$ cat config.mk
export PLATFORM = sky130hd
export DESIGN_NAME = rsi_resolve
export DESIGN_NICKNAME = d
export VERILOG_FILES = /design/src/hdl/rsi_pkg.sv /design/src/hdl/rsi_resolve.sv
export VERILOG_INCLUDE_DIRS = /design/src /design/src/hdl
export SDC_FILE = /design/constraint.sdc
export NUM_CORES = 1
export LEC_CHECK = 0
export BUFFER_PORTS_ARGS = -buffer_cell sky130_fd_sc_hd__buf_4
export CAP_MARGIN = 0
export CORE_UTILIZATION = 35
export CTS_BUF_LIST = sky130_fd_sc_hd__clkbuf_8
export CTS_CLUSTER_SIZE = 25
export DETAILED_ROUTE_END_ITERATION = 6
export SLEW_MARGIN = 10
export SYNTH_ARGS = -nofsm -noshare
export SYNTH_HDL_FRONTEND = slang
export SYNTH_SLANG_ARGS = --single-unit
$ cat constraint.sdc
create_clock -name clk -period 5.1 [get_ports clk]
set_input_delay 1.275 -clock clk [delete_from_list [all_inputs] [get_ports clk]]
set_output_delay 1.275 -clock clk [all_outputs]
set_load 0.005 [all_outputs]
$ cat src/hdl/assert_macros.svh
// Assertion macros shared by the ray/sphere intersection RTL.
// Each expects signals named clk and rst_n in the including module.
`ifndef ASSERT_MACROS_SVH
`define ASSERT_MACROS_SVH

// antecedent implies consequent in the same cycle, off during reset
`define RSI_ASSERT_IMPLY(label, ante, cons, msg) \
    label: assert property (@(posedge clk) disable iff (!rst_n) (ante) |-> (cons)) \
        else $error(msg);

// antecedent implies consequent in the next cycle, off during reset
`define RSI_ASSERT_NEXT(label, ante, cons, msg) \
    label: assert property (@(posedge clk) disable iff (!rst_n) (ante) |=> (cons)) \
        else $error(msg);

`endif

$ cat src/hdl/rsi_pkg.sv
// Types and constants for the ray/sphere intersection pipeline.
// No dependencies; used by every other RTL file except assert_macros.svh.
package rsi_pkg;

    localparam int DATA_W  = 32;
    localparam int RAD_W   = 31;
    localparam int V_W     = DATA_W + 1;
    localparam int PROD_W  = V_W + DATA_W;
    // b holds three products shifted down by at least eight fraction bits
    localparam int B_W     = 60;
    localparam int T_W     = B_W + 1;
    localparam int SQ_W    = 64;
    localparam int ROOT_W  = SQ_W / 2;
    localparam int CFG_IDX_W = 2;
    localparam int SQRT_STEPS_PER_STAGE = 2;
    localparam int SQRT_STAGES = ROOT_W / SQRT_STEPS_PER_STAGE;

    typedef enum logic [CFG_IDX_W-1:0] {
        REG_CENTER_X  = 2'd0,
        REG_CENTER_Y  = 2'd1,
        REG_CENTER_Z  = 2'd2,
        REG_RADIUS_SQ = 2'd3
    } cfg_index_t;

    typedef enum logic [1:0] {
        KIND_MISS       = 2'd0,
        KIND_HIT        = 2'd1,
        KIND_HIT_INSIDE = 2'd2
    } hit_kind_t;

    typedef struct packed {
        logic signed [DATA_W-1:0] x;
        logic signed [DATA_W-1:0] y;
        logic signed [DATA_W-1:0] z;
    } vec_t;

    typedef struct packed {
        vec_t                     origin;
        vec_t                     dir;
        logic signed [DATA_W-1:0] nearest;
    } ray_t;

    typedef struct packed {
        vec_t              center;
        logic [RAD_W-1:0]  radius_squared;
    } sphere_t;

    typedef struct packed {
        logic signed [B_W-1:0]    b;
        logic signed [DATA_W-1:0] nearest;
        logic                     disc_pos;
    } ray_side_t;

    typedef struct packed {
        ray_side_t        side;
        logic [SQ_W-1:0]  disc;
    } disc_beat_t;

    typedef struct packed {
        ray_side_t          side;
        logic [ROOT_W-1:0]  root;
    } root_beat_t;

    typedef struct packed {
        hit_kind_t                kind;
        logic signed [DATA_W-1:0] distance;
    } result_t;

endpackage

$ cat src/hdl/rsi_resolve.sv
// Root selection: forms near and far distances and picks the hit kind.
// Two register stages; depends on rsi_pkg and assert_macros.svh.
`include "assert_macros.svh"

module rsi_resolve (
    input  logic                clk,
    input  logic                rst_n,
    input  logic                adv,
    input  logic                in_valid,
    input  rsi_pkg::root_beat_t in_beat,
    output logic                out_valid,
    output rsi_pkg::result_t    out_res
);

    logic [1:0]                        vld_reg;
    logic signed [rsi_pkg::T_W-1:0]    t1_next;
    logic signed [rsi_pkg::T_W-1:0]    t2_next;
    logic signed [rsi_pkg::T_W-1:0]    t1_reg;
    logic signed [rsi_pkg::T_W-1:0]    t2_reg;
    logic signed [rsi_pkg::DATA_W-1:0] near_reg;
    logic                              disc_reg;
    logic signed [rsi_pkg::T_W-1:0]    near_ext;
    rsi_pkg::result_t                  res_next;
    rsi_pkg::result_t                  res_reg;

    always_ff @(posedge clk or negedge rst_n)
    begin
        if (!rst_n)
        begin
            vld_reg <= '0;
        end
        else if (adv)
        begin
            vld_reg <= {vld_reg[0], in_valid};
        end
    end

    always_comb
    begin
        t1_next = rsi_pkg::T_W'($signed(in_beat.side.b))
                - rsi_pkg::T_W'($signed({1'b0, in_beat.root}));
        t2_next = rsi_pkg::T_W'($signed(in_beat.side.b))
                + rsi_pkg::T_W'($signed({1'b0, in_beat.root}));
    end

    always_comb
    begin
        near_ext          = rsi_pkg::T_W'(near_reg);
        res_next.kind     = rsi_pkg::KIND_MISS;
        res_next.distance = near_reg;
        if (disc_reg && (t2_reg > 0))
        begin
            if (t1_reg < 0)
            begin
                if (t2_reg < near_ext)
                begin
                    res_next.kind     = rsi_pkg::KIND_HIT_INSIDE;
                    res_next.distance = t2_reg[rsi_pkg::DATA_W-1:0];
                end
            end
            else if (t1_reg < near_ext)
            begin
                res_next.kind     = rsi_pkg::KIND_HIT;
                res_next.distance = t1_reg[rsi_pkg::DATA_W-1:0];
            end
        end
    end

    always_ff @(posedge clk)
    begin
        if (adv)
        begin
            t1_reg   <= t1_next;
            t2_reg   <= t2_next;
            near_reg <= in_beat.side.nearest;
            disc_reg <= in_beat.side.disc_pos;
            res_reg  <= res_next;
        end
    end

    assign out_valid = vld_reg[1];
    assign out_res   = res_reg;

    `RSI_ASSERT_IMPLY(a_hit_dist_positive,
        out_valid && (out_res.kind != rsi_pkg::KIND_MISS),
        !out_res.distance[rsi_pkg::DATA_W-1], "hit reported with a negative distance")

endmodule

==> key figures <==
Run status
  – Status: finished, final reports clean

Yosys
  – Post-synth EDFFs: 188
  – #FFs+latches synth: 190
  – Post-synth cell types: 67
  – Post-synth ARST share: 1.053%
  – Syn nets: 1879
  – Synth Warn #: 0
  – Cell Area, Synth: 0.01526 mm²
  – Top post-synthesis cells by area: edfxtp_1 37%, ha_1 15%, xnor2_1 4.6%, a21oi_1 3.8%, nand3_1 3.7%
  – Cells after Synth: 1564
  – Ys flop type: edfxtp_1
  – Seq/Total Area, Yosys: 37.33%
  – Syn_area_per_cell: 9.756 µm²
  – Synth area leader: edfxtp_1
  – Yosys top cell area share: 37.00%

Final layout
  – Commonest non-fill, non-tap cell in the layout: edfxtp_1
  – Layout fillers: 4205
  – Core Util, Final: 40.59%
  – Ant. Diodes: 0
  – Number of flip-flops in the largest register: 61
  – Finished Cell Area: 0.01749 mm²
  – Seq. cell area: 0.005695 mm²
  – Layout cell share with drive strength beyond 1: 17.03%
  – Non-Filler Instances: 2288
  – Multi-input gate area: 0.008765 mm²
  – Nets: 2005
  – Commonest non-fill, non-tap cells in the layout: 188 x edfxtp_1, 184 x ha_1, 179 x buf_4
  – Area delta synth->final: 14.60%

Power and ir drop
  – Reg power frac: 46.3%
  – Leak pwr: 7.110 nW
  – Power per cell area: 263.6 mW/mm²
  – Clock Power Share: 22.8%
  – Max VDD drop: 0.0001514 V
  – Int Pwr: 3.002 mW
  – NetSw: 1.607 mW
  – Sw Ratio: 34.86%
  – Total power: 4.609 mW
  – Combinational Power Share: 30.8%

Min path
  – Worst hold path class: in2async

STA
  – Slew headroom: 27.10%
  – Max Freq: 0.2259 GHz
  – RSZ-0062 raised after global routing: no
  – Final min period: 4.428 ns
  – Fin Hold WS: 0.5181 ns
  – Post-Route Skew: 0.01523 ns
  – Final Hold Viols: 0
  – Final period util: 86.81%
  – Post-Route Setup TNS: 0 ns
  – Final setup violation count: 0
  – Worst Tran Pin Value: 1.085 ns
  – Max-slew violations: 0
  – Final setup margin: 0.6725 ns

Clock tree
  – CTS sink count: 190
  – Post-CTS setup buffer count: 0
  – Post-cts resize count: 0
  – Root buffer cell: clkbuf_8
  – CTS Hold Bufs: 0
  – H-tree Lvls: 4
  – CTS tree: yes
  – Clock slew at reported path FFs: 0.11 ns
  – Total CTS buffers: 17
  – Later-pin clock latency in the skew report: 0.51 ns
  – CTS max path bufs: 2

Routing
  – Pre-antenna DRT Iters: 7
  – Vias: 12.78k
  – Remaining antenna violation count after routing: 0
  – DR DRC count: 0
  – Wire per inst: 19.99 µm
  – Drt total wl: 45740 µm
  – Initial DRC Count: 1175
  – Vias per inst: 5.584

Global routing
  – Number of global-route vias before repair: 12.08k
  – First-pass GRT wire length: 70150 µm
  – GRT Total Usage: 20.50%
  – Largest net degree at the start of global routing: 97
  – Initial antenna violation count: 2
  – Congestion Overflow GR: 0

Flow run
  – Max-cap viol count: 0

Die
  – Rows: 76
  – Area of the core: 0.04308 mm²
  – Initial core utilization: 35.42%
  – IO Pins: 164
  – DIE AREA: 0.04443 mm²
  – Chip width: 210.8 µm
  – Die height: 210.8 µm

Critical path
  – CP Class: reg2reg
  – Critical Path End Type: register
  – CP Max Fanout: 32
  – Startpoint types: register
  – Required time of the critical path: 5.31 ns
  – Arrival @ worst endpoint: 4.64 ns

Placement
  – Area post-placement: 0.01708 mm²
  – Placer Congestion: 0.9146
  – Post-Place Cells: 2256
  – IO Port Bufs: 163
  – Placed wire-length estimate: 35880 µm
  – Pre-CTS setup slack: 0.4640 ns
per-layer routing:
metal	wire length, µm	GRT usage (%)	vias up
met2	19780	30.25	464
met3	2804	3.122	59
met4	1192	7.196	4
li1	-	-	6088
met5	31	0	-
met1	21930	30.20	6161
worst paths after layout:
path,startpoint,to,slack [ns],depth (start not counted)
worst max-delay path,near_reg[31]$_DFFE_PP_,out_res[8]$_DFFE_PP_,0.67,11
worst min-delay path,rst_n,vld_reg[1]$_DFFE_PN0P_,0.52,1
worst max register to register,near_reg[31]$_DFFE_PP_,out_res[8]$_DFFE_PP_,0.67,11
worst min register to register,vld_reg[0]$_DFFE_PN0P_,vld_reg[1]$_DFFE_PN0P_,0.52,1
max in group asynchronous,rst_n,vld_reg[0]$_DFFE_PN0P_,4.50,1
min in group clk,vld_reg[0]$_DFFE_PN0P_,vld_reg[1]$_DFFE_PN0P_,0.52,1
critical path: stages, from the launching register on:
cell,delay (ns)
edfxtp_1,0.38
clkinv_1,0.53
buf_4,0.40
ha_1,0.31
a21oi_1,0.15
o21ai_1,0.08
a221o_1,0.31
o31a_1,0.26
or4_1,0.45
o21ai_2,0.17
and2_2,0.85
o221ai_2,0.22
cell usage after synthesis (5+ instances only):
cell,number
or3_1,10
nor2b_1,15
a21o_1,31
a31oi_1,9
xor2_1,27
xnor2_1,80
and2_1,9
and3_1,13
nor4_1,35
ha_1,184
a21oi_1,116
edfxtp_1,188
nand2_1,80
o221ai_2,29
o31ai_1,13
buf_2,8
o21a_1,8
nor2_1,83
o21ai_0,48
o211ai_1,13
nand4_1,27
nor3_1,24
nand3b_1,32
a211o_1,5
mux2_2,34
nand3_1,112
a31o_2,5
inv_1,135
nand2b_1,17
o21bai_1,9
o2111ai_1,7
clkbuf_1,61
a211oi_1,19
area by class of cell:
class | instances | area share, %
clock buffer | 17 | 1.338
clock inverter | 15 | 0.9946
multi-input combinational | 1164 | 50.13
sequential | 190 | 32.57
tap | 585 | 4.186
timing repair buffer | 181 | 7.864
inverter | 136 | 2.920
kinds of logic after synthesis:
group,after synthesis,synth area share [%]
and+or+nand+nor,476,16.20
AOI/OAI and AO/OA,359,16.92
buffers and inverters,210,5.428
DFF,190,37.33
adders and majority gates,186,15.35
xor gates and xnor gates,107,6.142
muxes,36,2.640
power by group through the flow:
stage	Clock [mW]	Sequential (mW)	Combinational, mW
floorplan	0	2.07	0.917
global placement	0	2.17	1.37
detailed placement	0	2.16	1.40
CTS	1.08	2.13	1.41
global route	1.13	2.15	1.57
finish	1.05	2.14	1.42
(Power assumes the default switching activity.)
